File: src/design/tmp_pkg.sv
`default_nettype none
package tmp_pkg;

	localparam int TICK_SHIFT  = 4;
	localparam int COUNT_WIDTH = 12;

	localparam int SPEED_W = 16;
	localparam int POS_W   = 32;
	localparam int TICKS_W = 12;

	localparam logic [SPEED_W-1:0] SPEED_ONE = SPEED_W'(256);
	localparam logic [SPEED_W-1:0] SPEED_MAX_RESET = SPEED_W'(5120);
	localparam logic [SPEED_W-1:0] RATE_RESET = SPEED_W'(512);

	// command codes on the input tuser
	localparam logic [1:0] CMD_TICK  = 2'd0;
	localparam logic [1:0] CMD_START = 2'd1;
	localparam logic [1:0] CMD_LOAD  = 2'd2;
	localparam logic [1:0] CMD_STOP  = 2'd3;

	// profile phases
	localparam logic [1:0] PH_IDLE   = 2'd0;
	localparam logic [1:0] PH_ACCEL  = 2'd1;
	localparam logic [1:0] PH_CRUISE = 2'd2;
	localparam logic [1:0] PH_DECEL  = 2'd3;

	// configuration register indexes
	localparam logic REG_MAX_SPEED  = 1'b0;
	localparam logic REG_ACCEL_RATE = 1'b1;

	localparam int QUEUE_DEPTH = 4;
	localparam int QPTR_W      = $clog2(QUEUE_DEPTH);

	localparam int IN_DATA_W  = 72;
	localparam int OUT_DATA_W = 56;

	typedef logic [COUNT_WIDTH-1:0] count_t;

	// one decoded item as it waits in the queue
	typedef struct packed {
		logic              is_tick;
		logic              is_start;
		logic              is_load;
		logic              is_stop;
		count_t            accel_ticks;
		count_t            cruise_ticks;
		count_t            decel_ticks;
		logic              direction_up;
		logic [POS_W-1:0]  position_value;
	} item_t;

	// position step for one tick at a given speed
	function automatic logic [POS_W-1:0] pos_delta(input logic [SPEED_W-1:0] speed);
		logic [POS_W-1:0] wide;
		wide = POS_W'(speed);
		if (TICK_SHIFT <= 4)
			return wide << (4 - TICK_SHIFT);
		else
			return wide >> (TICK_SHIFT - 4);
	endfunction

endpackage
`default_nettype wire

File: src/design/trapezoidal_motion_profile_unit.sv
// Channel   Direction  Handshake               Payload
// s_axis    in         s_axis_tvalid/tready    command (tuser), move and position fields
// m_axis    out        m_axis_tvalid/tready    speed, position, phase, done, adjust
// config    in         wr_en                   wr_index, wr_data
//
// One result per item; an item can be taken every cycle while the queue is not full.
// Its result passes through the queue, then the output register.
// The profile state update is a single registered step per item in the back end.
// A four-entry queue lets input keep flowing while the output is stalled.
// Reset is asynchronous: phase idle, speed and position zero, registers to defaults.
`default_nettype none
module trapezoidal_motion_profile_unit (
	input  wire logic                            clk,
	input  wire logic                            arst_n,
	input  wire logic                            s_axis_tvalid,
	output logic                                 s_axis_tready,
	// accel_ticks[11:0], cruise_ticks[23:12], decel_ticks[35:24],
	// direction_up[36], position_value[68:37], zero[71:69]
	input  wire logic [tmp_pkg::IN_DATA_W-1:0]   s_axis_tdata,
	// command[1:0]
	input  wire logic [1:0]                      s_axis_tuser,
	output logic                                 m_axis_tvalid,
	input  wire logic                            m_axis_tready,
	// speed_now[15:0], position_now[47:16], phase_now[49:48],
	// move_done[50], adjust_flag[51], zero[55:52]
	output logic [tmp_pkg::OUT_DATA_W-1:0]       m_axis_tdata,
	input  wire logic                            wr_en,
	input  wire logic                            wr_index,
	input  wire logic [15:0]                     wr_data
);

	tmp_pkg::item_t push_item;
	tmp_pkg::item_t head_item;
	logic           q_full;
	logic           q_push;
	logic           q_pop;
	logic           q_valid;

	tmp_front u_front (
		.s_axis_tvalid (s_axis_tvalid),
		.s_axis_tready (s_axis_tready),
		.s_axis_tdata  (s_axis_tdata),
		.s_axis_tuser  (s_axis_tuser),
		.q_full        (q_full),
		.q_push        (q_push),
		.q_item        (push_item)
	);

	tmp_queue u_queue (
		.clk       (clk),
		.arst_n    (arst_n),
		.push      (q_push),
		.push_item (push_item),
		.full      (q_full),
		.pop       (q_pop),
		.not_empty (q_valid),
		.head_item (head_item)
	);

	tmp_back u_back (
		.clk           (clk),
		.arst_n        (arst_n),
		.wr_en         (wr_en),
		.wr_index      (wr_index),
		.wr_data       (wr_data),
		.q_valid       (q_valid),
		.q_item        (head_item),
		.q_pop         (q_pop),
		.m_axis_tvalid (m_axis_tvalid),
		.m_axis_tready (m_axis_tready),
		.m_axis_tdata  (m_axis_tdata)
	);

endmodule
`default_nettype wire

File: src/design/tmp_front.sv
`default_nettype none
module tmp_front (
	input  wire logic                            s_axis_tvalid,
	output logic                                 s_axis_tready,
	input  wire logic [tmp_pkg::IN_DATA_W-1:0]   s_axis_tdata,
	input  wire logic [1:0]                      s_axis_tuser,
	input  wire logic                            q_full,
	output logic                                 q_push,
	output tmp_pkg::item_t                       q_item
);

	logic [1:0] cmd;

	assign cmd           = s_axis_tuser;
	assign s_axis_tready = !q_full;
	assign q_push        = s_axis_tvalid && !q_full;

	always_comb begin
		q_item = '0;
		unique case (cmd)
			tmp_pkg::CMD_TICK:  q_item.is_tick  = 1'b1;
			tmp_pkg::CMD_START: q_item.is_start = 1'b1;
			tmp_pkg::CMD_LOAD:  q_item.is_load  = 1'b1;
			tmp_pkg::CMD_STOP:  q_item.is_stop  = 1'b1;
			default:            q_item.is_tick  = 1'b1;
		endcase
		// counts are taken modulo the counter width
		q_item.accel_ticks    = tmp_pkg::count_t'(s_axis_tdata[11:0]);
		q_item.cruise_ticks   = tmp_pkg::count_t'(s_axis_tdata[23:12]);
		q_item.decel_ticks    = tmp_pkg::count_t'(s_axis_tdata[35:24]);
		q_item.direction_up   = s_axis_tdata[36];
		q_item.position_value = s_axis_tdata[68:37];
	end

endmodule
`default_nettype wire

File: src/design/tmp_queue.sv
`default_nettype none
module tmp_queue (
	input  wire logic            clk,
	input  wire logic            arst_n,
	input  wire logic            push,
	input  tmp_pkg::item_t       push_item,
	output logic                 full,
	input  wire logic            pop,
	output logic                 not_empty,
	output tmp_pkg::item_t       head_item
);

	tmp_pkg::item_t                  entry_q [tmp_pkg::QUEUE_DEPTH];
	logic [tmp_pkg::QPTR_W-1:0]      wr_ptr_q;
	logic [tmp_pkg::QPTR_W-1:0]      rd_ptr_q;
	logic [tmp_pkg::QPTR_W:0]        count_q;

	assign full      = (count_q == (tmp_pkg::QPTR_W+1)'(tmp_pkg::QUEUE_DEPTH));
	assign not_empty = (count_q != '0);
	assign head_item = entry_q[rd_ptr_q];

	always_ff @(posedge clk) begin
		if (push)
			entry_q[wr_ptr_q] <= push_item;
	end

	always_ff @(posedge clk or negedge arst_n) begin
		if (!arst_n) begin
			wr_ptr_q <= '0;
			rd_ptr_q <= '0;
			count_q  <= '0;
		end else begin
			if (push)
				wr_ptr_q <= wr_ptr_q + 1'b1;
			if (pop)
				rd_ptr_q <= rd_ptr_q + 1'b1;
			if (push && !pop)
				count_q <= count_q + 1'b1;
			else if (pop && !push)
				count_q <= count_q - 1'b1;
		end
	end

endmodule
`default_nettype wire

File: src/design/tmp_back.sv
`default_nettype none
module tmp_back (
	input  wire logic                            clk,
	input  wire logic                            arst_n,
	input  wire logic                            wr_en,
	input  wire logic                            wr_index,
	input  wire logic [15:0]                     wr_data,
	input  wire logic                            q_valid,
	input  tmp_pkg::item_t                       q_item,
	output logic                                 q_pop,
	output logic                                 m_axis_tvalid,
	input  wire logic                            m_axis_tready,
	output logic [tmp_pkg::OUT_DATA_W-1:0]       m_axis_tdata
);

	logic [tmp_pkg::SPEED_W-1:0] max_speed_q;
	logic [tmp_pkg::SPEED_W-1:0] accel_rate_q;

	logic [1:0]                  phase_q;
	tmp_pkg::count_t             left_q;
	logic [tmp_pkg::SPEED_W-1:0] speed_q;
	logic [tmp_pkg::POS_W-1:0]   pos_q;
	logic                        up_q;
	tmp_pkg::count_t             cruise_q;
	tmp_pkg::count_t             decel_q;

	logic                        out_valid_q;
	logic [tmp_pkg::SPEED_W-1:0] out_speed_q;
	logic [tmp_pkg::POS_W-1:0]   out_pos_q;
	logic [1:0]                  out_phase_q;
	logic                        out_done_q;
	logic                        out_adj_q;

	logic [1:0]                  n_phase;
	tmp_pkg::count_t             n_left;
	logic [tmp_pkg::SPEED_W-1:0] n_speed;
	logic [tmp_pkg::POS_W-1:0]   n_pos;
	logic                        n_up;
	tmp_pkg::count_t             n_cruise;
	tmp_pkg::count_t             n_decel;
	logic                        adj;
	logic                        done;
	logic                        enter_cruise;
	logic                        enter_decel;
	logic [tmp_pkg::SPEED_W-1:0] rate;
	logic [tmp_pkg::SPEED_W-1:0] inc;
	logic [tmp_pkg::SPEED_W:0]   sum;
	tmp_pkg::count_t             left_dec;

	// take the next item whenever the output slot is free or being drained
	assign q_pop         = q_valid && (!out_valid_q || m_axis_tready);
	assign m_axis_tvalid = out_valid_q;
	assign m_axis_tdata  = {4'b0, out_adj_q, out_done_q, out_phase_q, out_pos_q, out_speed_q};

	always_comb begin
		n_phase      = phase_q;
		n_left       = left_q;
		n_speed      = speed_q;
		n_pos        = pos_q;
		n_up         = up_q;
		n_cruise     = cruise_q;
		n_decel      = decel_q;
		adj          = 1'b0;
		done         = 1'b0;
		enter_cruise = 1'b0;
		enter_decel  = 1'b0;
		rate         = (accel_rate_q < max_speed_q) ? accel_rate_q : max_speed_q;
		inc          = rate >> tmp_pkg::TICK_SHIFT;
		sum          = {1'b0, speed_q} + {1'b0, inc};
		left_dec     = left_q - 1'b1;

		priority if (q_item.is_start) begin
			if (phase_q == tmp_pkg::PH_IDLE) begin
				n_cruise = q_item.cruise_ticks;
				n_decel  = q_item.decel_ticks;
				n_up     = q_item.direction_up;
				n_speed  = '0;
				if (q_item.accel_ticks != '0) begin
					n_phase = tmp_pkg::PH_ACCEL;
					n_left  = q_item.accel_ticks;
				end else begin
					enter_cruise = 1'b1;
				end
			end
		end else if (q_item.is_load) begin
			n_pos = q_item.position_value;
		end else if (q_item.is_stop) begin
			n_phase = tmp_pkg::PH_IDLE;
			n_left  = '0;
			n_speed = '0;
			done    = 1'b1;
		end else if (q_item.is_tick && phase_q != tmp_pkg::PH_IDLE) begin
			unique case (phase_q)
				tmp_pkg::PH_ACCEL: begin
					if (speed_q < max_speed_q)
						n_speed = sum[tmp_pkg::SPEED_W] ? '1 : sum[tmp_pkg::SPEED_W-1:0];
					else begin
						n_speed = max_speed_q;
						adj     = 1'b1;
					end
					n_pos = up_q ? pos_q + tmp_pkg::pos_delta(n_speed)
					             : pos_q - tmp_pkg::pos_delta(n_speed);
				end
				tmp_pkg::PH_CRUISE: begin
					n_pos = up_q ? pos_q + tmp_pkg::pos_delta(speed_q)
					             : pos_q - tmp_pkg::pos_delta(speed_q);
				end
				default: begin
					if (speed_q > rate && speed_q > tmp_pkg::SPEED_ONE) begin
						n_speed = speed_q - inc;
						n_pos   = up_q ? pos_q + tmp_pkg::pos_delta(n_speed)
						               : pos_q - tmp_pkg::pos_delta(n_speed);
					end else begin
						n_speed = '0;
						adj     = 1'b1;
					end
				end
			endcase
			n_left = left_dec;
			if (left_dec == '0) begin
				unique case (phase_q)
					tmp_pkg::PH_ACCEL:  enter_cruise = 1'b1;
					tmp_pkg::PH_CRUISE: enter_decel  = 1'b1;
					default: begin
						n_phase = tmp_pkg::PH_IDLE;
						n_speed = '0;
						done    = 1'b1;
					end
				endcase
			end
		end else begin
			// tick while idle: hold the profile
		end

		// skip phases with zero ticks
		if (enter_cruise) begin
			if (n_cruise != '0) begin
				n_phase = tmp_pkg::PH_CRUISE;
				n_left  = n_cruise;
				if (n_speed != max_speed_q) begin
					n_speed = max_speed_q;
					adj     = 1'b1;
				end
			end else begin
				enter_decel = 1'b1;
			end
		end
		if (enter_decel) begin
			if (n_decel != '0) begin
				n_phase = tmp_pkg::PH_DECEL;
				n_left  = n_decel;
			end else begin
				n_phase = tmp_pkg::PH_IDLE;
				n_left  = '0;
				n_speed = '0;
				done    = 1'b1;
			end
		end
	end

	always_ff @(posedge clk or negedge arst_n) begin
		if (!arst_n) begin
			max_speed_q  <= tmp_pkg::SPEED_MAX_RESET;
			accel_rate_q <= tmp_pkg::RATE_RESET;
			phase_q      <= tmp_pkg::PH_IDLE;
			left_q       <= '0;
			speed_q      <= '0;
			pos_q        <= '0;
			up_q         <= 1'b0;
			cruise_q     <= '0;
			decel_q      <= '0;
			out_valid_q  <= 1'b0;
		end else begin
			if (wr_en) begin
				unique case (wr_index)
					tmp_pkg::REG_MAX_SPEED:  max_speed_q  <= wr_data;
					tmp_pkg::REG_ACCEL_RATE: accel_rate_q <= wr_data;
					default: ;
				endcase
			end
			if (q_pop) begin
				phase_q     <= n_phase;
				left_q      <= n_left;
				speed_q     <= n_speed;
				pos_q       <= n_pos;
				up_q        <= n_up;
				cruise_q    <= n_cruise;
				decel_q     <= n_decel;
				out_valid_q <= 1'b1;
			end else if (m_axis_tready) begin
				out_valid_q <= 1'b0;
			end
		end
	end

	always_ff @(posedge clk) begin
		if (q_pop) begin
			out_speed_q <= n_speed;
			out_pos_q   <= n_pos;
			out_phase_q <= n_phase;
			out_done_q  <= done;
			out_adj_q   <= adj;
		end
	end

endmodule
`default_nettype wire
File: config.mk
export PLATFORM = sky130hd
export DESIGN_NAME = trapezoidal_motion_profile_unit
export DESIGN_NICKNAME = d
export VERILOG_FILES = /design/src/design/tmp_pkg.sv /design/src/design/trapezoidal_motion_profile_unit.sv /design/src/design/tmp_front.sv /design/src/design/tmp_queue.sv /design/src/design/tmp_back.sv
export SDC_FILE = /design/constraint.sdc
export NUM_CORES = 1
export LEC_CHECK = 0
export BUFFER_PORTS_ARGS = -buffer_cell sky130_fd_sc_hd__buf_2
export CORE_ASPECT_RATIO = 1.4
export CORE_MARGIN = 4
export CORE_UTILIZATION = 45
export DETAILED_ROUTE_END_ITERATION = 6
export PLACE_DENSITY_LB_ADDON = 0.2
export SLEW_MARGIN = 10
export SYNTH_ARGS = -nofsm -noshare
export SYNTH_HDL_FRONTEND = slang
export SYNTH_SLANG_ARGS = --single-unit
File: constraint.sdc
create_clock -name clk -period 13.41 [get_ports clk]
set_clock_uncertainty 0.2 [all_clocks]
set_input_delay 2.0115 -clock clk [delete_from_list [all_inputs] [get_ports clk]]
set_output_delay 2.0115 -clock clk [all_outputs]
set_load 0.01 [all_outputs]
; Word-level counts from Yosys, hierarchy flattened
; Memories as Yosys holds them, arrays and structs flattened.
; Index checks and enable logic that the tools add are counted.
[word_totals]
register_bits = 179
mem_bits_rw = 292
inputBits = 96
word_cells = 181
n_memories = 1
[op_classes]
add_sub_neg = 13
order_cmp = 4
n_eq_ne = 7
mux = 112
bitwise = 1
reduce_logical = 25
[memory_table]
columns = memory, depth, word_bits, rd, rd_clocked_by_memory_dff, wr, line_no
row1 = u_queue.entry_q, 4, 73, 1, 0, 1, tmp_queue.sv:13  ; tmp_pkg::item_t entry_q [tmp_pkg::QUEUE_DEPTH];
[ops]
columns = operator, n
row1 = $mux W32, 24
row2 = $mux W16, 16
row3 = $mux W12, 14
row4 = $add A32 B32 Y32, 3
row5 = $sub A32 B32 Y32, 3
row6 = $pmux W32 S2, 1
row7 = $mux W1, 41
row8 = $reduce_bool A12 Y1, 3
row9 = $lt A16 B16 Y1, 2
row10 = $pmux W16 S2, 1
row11 = $mux W2, 12
row12 = $add A16 B12 Y17, 1
row13 = $gt A16 B16 Y1, 1
row14 = $gt A16 B9 Y1 const B, 1
row15 = $ne A16 B16 Y1, 1
row16 = $sub A16 B12 Y16, 1
row17 = $logic_not A12 Y1, 1
row18 = $sub A12 B1 Y12 const B, 1
row19 = $eq A2 B2 Y1 const B, 3
row20 = $logic_and A1 B1 Y1, 6
row21 = $mux W3, 2
row22 = $reduce_bool A2 Y1, 3
row23 = $add A2 B1 Y2 const B, 2
row24 = $eq A2 B1 Y1 const B, 2
row25 = 12 further kinds, 17

; Logic depth before layout (Yosys ltp)
[depth]
depth_word = 18
ltp_mapped = 43

; By module
; Synthesis repeated with hierarchy kept, for this count alone.
[unflattened]
hier_cells = 2799
area_unflattened_um2 = 29452.0
[by_module_without_submodules]
columns = mod, n_inst, cells_each, area_each_um2, seq_area_each_um2
row1 = tmp_back, 1, 2309, 17972.2, 4568.1
row2 = tmp_queue, 1, 415, 10925.5, 8943.6
row3 = tmp_front, 1, 75, 554.3, 0.0

; Worst setup path before layout
; No wires, ideal clock.
[synth_timing]
path_type = reg2reg
from = register u_back.max_speed_q[1] (netlist name)
to = register u_back.out_pos_q[31] (netlist name) (data pin)
arrival_time_ps = 9041
t_required_ps = 12934
setup_slack_ps = 3894
stages_incl_launch_ff = 43
synth_period_minus_slack_ps = 9516
cell_sequence = dfrtp_1 inv_1 ha_1 a21o_1 a21o_1 a21o_1 a21o_1 a21o_1 a21o_1 a21oi_1 o21ai_0 a2111oi_0 o21ba_2 clkbuf_1 buf_2 mux2_2 ha_1 a21o_1 [... 7 more ...] nor4_1 and3_1 nand2_1 clkbuf_1 o21a_1 ha_1 nand2_1 nor3_1 and2_1 nand2_1 o211a_1 o41ai_1 a21oi_1 nor3_1 o21ai_0 a31oi_1 o2bb2ai_1 a22oi_1
[synth_between]
elab_chain_len = 17
word_cells_on_any_way = 32
cone_classes = 6 x add/sub / 3 x order compare / 22 x mux / 1 x reduce/logical
[synth_lines]
columns = item, line_no
row1 = start: declaration, tmp_back.sv:16  ; logic [tmp_pkg::SPEED_W-1:0] max_speed_q;
row2 = start signal: assignment, tmp_back.sv:163  ; max_speed_q <= tmp_pkg::SPEED_MAX_RESET;
row3 = start signal: assignment, tmp_back.sv:176  ; tmp_pkg::REG_MAX_SPEED: max_speed_q <= wr_data;
row4 = $lt A16 B16 Y1, tmp_back.sv:67  ; rate = (accel_rate_q < max_speed_q) ? accel_rate_q : max_speed_q;
row5 = $mux W16, tmp_back.sv:67
row6 = $sub A16 B12 Y16 or $add A16 B12 Y17 (tied branches), "tmp_back.sv:110, tmp_back.sv:69"
row7 = $mux W32 or $mux W16 (tied branches), "tmp_back.sv:109, tmp_back.sv:96"
row8 = $mux W32 or $mux W16 (tied branches), "tmp_back.sv:93, tmp_back.sv:95"
row9 = $mux W32 (on tied branches), "tmp_back.sv:92, tmp_back.sv:93"
row10 = $mux W32 (on tied branches), "tmp_back.sv:87, tmp_back.sv:92"
row11 = $mux W32 (on tied branches), "tmp_back.sv:85, tmp_back.sv:87"
row12 = [... 2 more ...], --
row13 = $mux W32 (tied with other cells), tmp_back.sv:111  ; n_pos = up_q ? pos_q + tmp_pkg::pos_delta(n_speed)
row14 = $mux W32 (on tied branches), "tmp_back.sv:109, tmp_back.sv:101"
row15 = $pmux W32 S2 *, tmp_back.sv:93  ; unique case (phase_q)
row16 = $mux W32 *, tmp_back.sv:92  ; end else if (q_item.is_tick && phase_q != tmp_pkg::PH_IDLE) begin
row17 = $mux W32 *, tmp_back.sv:87  ; end else if (q_item.is_stop) begin
row18 = $mux W32 *, tmp_back.sv:85  ; end else if (q_item.is_load) begin
row19 = $mux W32 *, tmp_back.sv:72  ; priority if (q_item.is_start) begin
row20 = named net u_back.n_pos (one bit), tmp_back.sv:37  ; logic [tmp_pkg::POS_W-1:0] n_pos;
row21 = end signal: assignment, tmp_back.sv:199  ; out_pos_q <= n_pos;
row22 = end: declaration, tmp_back.sv:29  ; logic [tmp_pkg::POS_W-1:0] out_pos_q;
; The timed path passes the listed nets; every way through them passes the cells marked *. The select of a mux whose other input is x is not followed.
; A chain may end at the register's enable or synchronous reset.

; Worst setup path after layout
; Same ends and word-level chain as after synthesis.

==> flow_metrics.env <==
export IMPL_cts_repair_resized=0
export IMPL_cap_violations=0
export IMPL_gp_congestion=0.9581
export IMPL_tns_ns=0
export IMPL_powerDensity_mw_per_mm2=290.6
export IMPL_h_tree_depth=2
export IMPL_finalSetupViolations=0
export IMPL_grt_usage=0.2759
export IMPL_power_total_mw=9.244
export IMPL_drt_iter0_drc=1792
export IMPL_drc=0
export IMPL_status="complete, no violations"
export IMPL_die_area_sq_mm=0.06759
export IMPL_clock_latency_ns=0.64
export IMPL_power_leakage_nw=12.51
export IMPL_antenna_found_initial=2
export IMPL_worstPathRequired_ns=13.53
export IMPL_end_kind="flop"
export IMPL_fin_cells=3559
export IMPL_cp_start_kind="flop"
export IMPL_switching_share=0.4599
export IMPL_cp_common_cell="a21o_1"
export IMPL_final_layout_size_suffix_gt1_frac=0.1680
export IMPL_syn_area_per_cell_sq_um=11.05
export IMPL_finalHoldViolations=0
export IMPL_synth_seq_cells=471
export IMPL_slew_headroom=0.1540
export IMPL_yosysTopAreaCell="edfxtp_1"
export IMPL_async_flop_share=0.2696
export IMPL_synth_warnings=0
export IMPL_synthesis_area_sq_mm=0.02855
export IMPL_hpwl_um=69800
export IMPL_clockRootBuffer="clkbuf_16"
export IMPL_use_met3=0.03735
export IMPL_fin_nets=2942
export IMPL_rsz0062_at_grt="false"
export IMPL_start_util=0.4531
export IMPL_gr_usage_met2=0.4823
export IMPL_critical_path_slowest_cell="o41ai_1"
export IMPL_vias=22020
export IMPL_fp_dieW_um=220.9
export IMPL_area_growth_synth_to_final_pct=11.43
export IMPL_grt_pass1_wl_um=142600
export IMPL_path_class="flop to flop"
export IMPL_postCtsSetupBuffers=0
export IMPL_yosysTopAreaCellShare=0.3619
export IMPL_switching_power_mw=4.252
export IMPL_cts_tree="yes"
export IMPL_slew_violations=0
export IMPL_gr_usage_met1=0.3325
export IMPL_final_cell_mix="edfxtp_1, nand2_1, a21oi_1, nor2_1, ha_1"
export IMPL_internal_power_mw=4.992
export IMPL_ir_drop_v=0.0001488
export IMPL_hp_class="flop to flop"
export IMPL_die_y_um=306.0
export IMPL_critPathMaxStageDelay_ns=0.77
export IMPL_max_freq_mhz=81.69
export IMPL_fin_util=0.5049
export IMPL_ant_nets=0
export IMPL_cts_sinks=471
export IMPL_final_common_cell="edfxtp_1"
export IMPL_core_area_sq_mm=0.06301
export IMPL_avgRoutedWirePerCell_um=26.85
export IMPL_dr_pass1_iters=6
export IMPL_num_rows=109
export IMPL_ys_top_cells_by_area="edfxtp_1, dfrtp_1, ha_1"
export IMPL_placedCellCount=3470
export IMPL_netlist_instances=2583
export IMPL_synth_edff_count=344
export IMPL_ys_types=97
export IMPL_grt_max_degree=69
export IMPL_grt_busiest_layer="met2"
export IMPL_vias_per_cell=6.187
export IMPL_overflow=0
export IMPL_port_buffers=146
export IMPL_worstPathArrival_ns=12.37
export IMPL_grt_pass1_vias=22260
export IMPL_min_period_ns=12.24
export IMPL_cp_max_fo=16
export IMPL_p_clk_frac=0.157
export IMPL_seq_area_frac_synth=0.4733
export IMPL_path_clk_slew_ns=0.07
export IMPL_fin_crit_sh=0.9129
export IMPL_worst_slew_pin_transition_ns=1.251
export IMPL_pwr_share_seq=0.250
export IMPL_power_frac_comb=0.593
export IMPL_drt_total_wl_um=95580
export IMPL_cts_buffer_depth=3
export IMPL_cts_buffers=47
export IMPL_ioPinCount=154
export IMPL_synth_flop_cell="edfxtp_1"
export IMPL_postCtsHoldBufs=0
-- cells in the mapped netlist, types with 17 or more instances --
cell	number
clkbuf_1	80
inv_1	72
nand3_1	36
and3_1	25
a22o_1	17
dfrtp_1	124
nor2_1	161
buf_1	22
buf_2	25
o211ai_1	18
xnor2_1	75
a22oi_1	30
mux2i_1	65
nor2b_1	20
o22ai_1	31
nand2b_1	21
a21o_1	74
nand4_1	18
a21oi_1	197
a211oi_1	26
edfxtp_1	344
nor4_1	19
xor2_1	38
a31oi_1	29
nor3_1	49
o21ai_0	150
mux4_2	73
mux2_2	71
nand2_1	246
ha_1	154
o21a_1	38
-- flip-flops by register name (all words and copies together), names as in the netlist --
register              cells
u_back.max_speed_q       16
u_back.decel_q           12
u_queue.count_q           3
u_back.phase_q            2
u_back.pos_q             32
u_back.out_adj_q          1
u_queue.entry_q         292
u_back.out_speed_q       16
u_queue.rd_ptr_q          2
u_back.out_phase_q        2
u_back.out_done_q         1
u_back.up_q               1
u_queue.wr_ptr_q          2
u_back.cruise_q          12
u_back.out_pos_q         32
u_back.accel_rate_q      16
u_back.left_q            12
u_back.m_axis_tvalid      1
u_back.speed_q           16
-- final cells by class --
class                           instances  area (sq um)
Sequential cell                       471         13520
Tap cell                              832          1041
Clock buffer                           54          1222
Fill cell                            5653         31200
Antenna cell                            1         2.502
Clock inverter                         34         486.7
Timing Repair Buffer                  193          1090
Inverter                               76         287.8
Multi-Input combinational cell       1898         14160
-- critical path, delay by kind of cell (launching register included) --
kind	cells	cell delay (ns)
AO/OA/AOI/OAI	24	6.58
multiplexers	1	0.38
AND/OR/NAND/NOR	9	2.35
adder cells (fa/ha/maj)	3	1.10
buffers and inverters	3	0.73
flip-flops	1	0.56
-- routing by layer --
layer  vias to the layer above  share of wire
met5                         -       0.000084
met4                         2          0.062
met3                       232          0.053
met2                       798           0.50
met1                     10940           0.39
li1                      10050              -
-- worst paths after layout --
| check | start | endpoint | slack [ns] | depth (start not counted) |
|---|---|---|---|---|
| setup / recovery | u_back.max_speed_q[1] | u_back.out_pos_q[31] | 1.17 | 40 |
| hold / removal | u_back.m_axis_tvalid | u_back.m_axis_tvalid | 0.29 | 2 |
| min in group asynchronous | arst_n | u_back.max_speed_q[7] | 1.23 | 1 |
| hold reg to reg | u_back.m_axis_tvalid | u_back.m_axis_tvalid | 0.29 | 2 |
| setup reg to reg | u_back.max_speed_q[1] | u_back.out_pos_q[31] | 1.17 | 40 |
| max in group asynchronous | arst_n | u_back.up_q | 10.38 | 2 |
-- power groups by stage --
stage               registers [mW]  logic [mW]  clock network, mW
floorplan                     2.23        3.92                  0
global route                  2.35        5.96               1.55
detailed placement            2.34        5.41                  0
CTS                           2.31        5.45               1.48
finish                        2.31        5.48               1.45
global placement              2.32        5.36                  0
-- stage by stage --
| step | worst slack, ns | instance area [sq um] | hold slack (ns) |
|---|---|---|---|
| floorplan | 3.894 | 28560 | 0.2636 |
| global placement | 1.677 | 30100 | 0.2665 |
| detailed placement | 1.605 | 30100 | 0.2823 |
| CTS | 1.529 | 31810 | 0.2954 |
| global route | 0.6380 | 31810 | 0.3196 |
| finish | 1.168 | 31810 | 0.2927 |
-- kinds of logic (layout without fill, tap and decap cells) --
family,Yosys count,count (layout),synth area share
XOR/XNOR,113,113,0.03467
AND/OR/NAND/NOR,675,675,0.1120
buffers and inverters,217,357,0.03226
flip-flops,471,471,0.4733
other,1,5,0.0001314
adder cells (fa/ha/maj),159,159,0.07100
multiplexers,209,209,0.1084
AO/OA/AOI/OAI,738,738,0.1683
Power figures use the tool's default switching activity.
